--- config.mk ---
export PLATFORM = sky130hd
export DESIGN_NAME = qvr_round_sat
export DESIGN_NICKNAME = d
export VERILOG_FILES = /design/src/hdl/qvr_pkg.sv /design/src/hdl/qvr_round_sat.sv
export SDC_FILE = /design/constraint.sdc
export NUM_CORES = 1
export LEC_CHECK = 0
export BUFFER_PORTS_ARGS = -buffer_cell sky130_fd_sc_hd__buf_2
export CORE_AREA = 2 2 48 50
export DETAILED_ROUTE_END_ITERATION = 6
export DIE_AREA = 0 0 50 52
export PLACE_DENSITY = 0.79
export SYNTH_ARGS = -nofsm -noshare
export SYNTH_HDL_FRONTEND = slang
export SYNTH_SLANG_ARGS = --single-unit
--- constraint.sdc ---
create_clock -name vclk -period 5.2
set_input_delay 1.04 -clock vclk [all_inputs]
set_output_delay 1.04 -clock vclk [all_outputs]
set_load 0.01 [all_outputs]
--- src/hdl/qvr_pkg.sv ---
package qvr_pkg;

	localparam int COMPONENT_WIDTH = 16;
	localparam int PROD_W = 2 * COMPONENT_WIDTH;
	localparam int T_W = 2 * COMPONENT_WIDTH + 2;
	localparam int PROD2_W = T_W + COMPONENT_WIDTH;
	localparam int ACC_W = PROD2_W + 2;
	localparam int ROUND_SHIFT = 2 * (COMPONENT_WIDTH - 1);

	typedef logic signed [COMPONENT_WIDTH-1:0] comp_t;

	typedef struct packed {
		comp_t quat_w;
		comp_t quat_x;
		comp_t quat_y;
		comp_t quat_z;
		comp_t vec_x;
		comp_t vec_y;
		comp_t vec_z;
	} qvr_in_t;

	typedef struct packed {
		comp_t rot_x;
		comp_t rot_y;
		comp_t rot_z;
		logic  saturated;
	} qvr_out_t;

	typedef struct packed {
		comp_t w;
		comp_t x;
		comp_t y;
		comp_t z;
	} qvr_quat_t;

endpackage

--- src/hdl/qvr_round_sat.sv ---
module qvr_round_sat (
	input  logic signed [qvr_pkg::ACC_W-1:0] acc,
	output qvr_pkg::comp_t                   val,
	output logic                             clip
);

	localparam int AW = qvr_pkg::ACC_W;
	localparam int SH = qvr_pkg::ROUND_SHIFT;
	localparam int CW = qvr_pkg::COMPONENT_WIDTH;
	localparam int HW = AW - SH;
	localparam logic [AW-1:0] HALF = {{(AW - SH){1'b0}}, 1'b1, {(SH - 1){1'b0}}};

	logic signed [AW-1:0] sum;
	logic        [HW-1:0] high;
	logic                 sign;
	logic                 fits;

	always_comb begin
		sum  = acc + $signed(HALF);
		high = sum[AW-1:SH];
		sign = high[HW-1];
		fits = (high[HW-1:CW-1] == {(HW - CW + 1){sign}});
		clip = !fits;
		if (fits) begin
			val = high[CW-1:0];
		end else if (sign) begin
			val = {1'b1, {(CW - 1){1'b0}}};
		end else begin
			val = {1'b0, {(CW - 1){1'b1}}};
		end
	end

endmodule

==> out/results.ini <==
[place]
dp_hpwl_um=1750
pre_cts_slack_ns=0.313
gp_congestion=0.792
portBuffers=40
place_inst=173

[power_and_ir_drop]
power_density_mw_per_mm2=64.2
vdd_drop_max_mv=0.0215
total_power_uw=65.1
p_leak_nw=0.394

[route]
route.detailed.drc=0
ant_nets=0
routed_wl_um=2140
vias=955
viasPerCell=5.52
first_iter_violations=26
wire_per_inst_um=12.4
first_pass_iters=4

[yosys]
syn_nets=162
synthTopCellsByArea=xnor2_1 (11%), xor2_1 (11%), a21oi_2 (9.7%)
ys_types=43
syn_avg_cell_area_sq_um=7.47
syn-cell-area_sq_um=815
ys.warnings.count=0
synth_largest_area_cell=xnor2_1
seq_area_frac_synth_pct=0
netlist.area_leader.share_pct=10.8
netlist_instances=109

[final_layout]
utilization_pct=48.1
antenna_cells=0
seq_area_sq_um=0
fin_cells=173
nClkBuffers=0
seq_cells=0
syn_to_final_growth_pct=24.4
nNetsFinal=200
drive_gt1_share_pct=42.1

[global_route]
gr-total-overflow=0
grt_pass1_wl_um=3500
grt_max_degree=16
grt_pass1_vias=852
grt_usage_pct=16.1
antenna_found_initial=0

[critical_path]
path_common_cell=buf_2
crit_path_end=val[14]
required_ns=4.16
endpoint_kind=output pin
cp_slowest_cell=or4_4
worstSetupPathType=in2out
crit_arrival_ns=3.85
path_cells=buf_2, ha_1, and3_1, nand3_1, nor4_4, xor2_2, or4_4, a221oi_4, buf_4, a21oi_2, buf_2
max_stage_delay_ns=0.58
startpoint=acc[29]
crit_fanout=9
cp_num_buf_inv=3
cp_num_cells=11
critPathTopFamily=simple AND/OR/NAND/NOR gates
crit_path_start_kind=primary input

[floorplan]
rows=17
die_y_um=52
initial_utilization_pct=38.7
io_pins=69
core_region_area_sq_mm=0.00211
dieArea_sq_mm=0.00260
die_w_um=50

[timing]
fmax_mhz=205
final_max_slew_viol_count=0
rsz0062_at_grt=no
slew_headroom_pct=48.2
finalCriticalPeriod_ns=4.89
hold_violations=0
setup_tns_ns=0
worst_slack_ns=0.311
worstMarginPinSlew_ns=0.777
fin_crit_sh_pct=94.0
finalSetupViolCount=0

[clock_network]
cts.repair.resized=0
postCtsSetupBuffers=0
holdBufCountCts=0

[outcome]
status=complete, no violations

[job]
drv_cap=0

[hold_path]
hp-class=in2out

## per-layer routing
metal	part of all wire [%]	up-vias	global-route usage, %
li1	-	476	-
met1	44	446	20.0
met2	51	33	31.1
met3	4.8	0	1.15
met4	0	0	1.39
met5	0	-	0
## worst min path at each step
stage | from | to | slack (ns) | depth (start not counted)
finish | acc[36] | val[6] | 2.48 | 4
global route | acc[51] | val[15] | 2.53 | 3
CTS | acc[36] | val[6] | 2.49 | 4
detailed placement | acc[36] | val[6] | 2.49 | 4
global placement | acc[31] | val[1] | 2.48 | 4
floorplan | acc[51] | val[15] | 2.18 | 1
## layout make-up
type               instances  area [sq um]
multi-input cells        100           756
fillers                  217          1090
inverters                  4          15.0
well taps                 28          35.0
repair buffers            41           208
## cell usage in the layout (no fill, tap or decap), drive strengths merged, types with 2 or more instances in the layout
cell   netlist  final
nand4        6      6
buf          2     41
inv          4      4
xor2        11     11
xnor2       10     10
nor3         4      4
a21oi       14     14
nand3        7      7
nor3b        2      2
and4         5      5
nand2       13     13
and3         2      2
and2         2      2
or4          2      2
nor2         5      5
## metrics by stage
stage                     hold slack (ns)  area (sq um)
after floorplan                      2.18           815
after global placement               2.48          1010
after detailed placement             2.49          1010
after CTS                            2.49          1010
after global routing                 2.53          1010
final                                2.48          1010
## cell usage after synthesis (2+ instances only)
cell and n:
a21oi_1 5, a21oi_2 9, and2_1 2, and3_1 2
and4_1 4, inv_1 3, nand2_1 13, nand3_1 7
nand4_1 5, nor2_1 5, nor3_1 3, nor3b_1 2
xnor2_1 10, xor2_1 10
## power breakdown
part	internal (mW)	switching, mW	total (mW)
combinational	0.0271	0.0380	0.0651
sequential	0	0	0
clock	0	0	0
total	0.0271	0.0380	0.0651
## logic make-up (layout without fill, tap and decap cells)
family | after synthesis | in the layout | synth area share [%]
fa+ha+maj | 1 | 1 | 1.54
xor+xnor | 21 | 21 | 23.5
compound gates | 24 | 24 | 25.0
buf+inv | 9 | 45 | 7.22
simple gates | 53 | 53 | 41.3
mux | 1 | 1 | 1.38
Power figures use the tool's default switching activity.
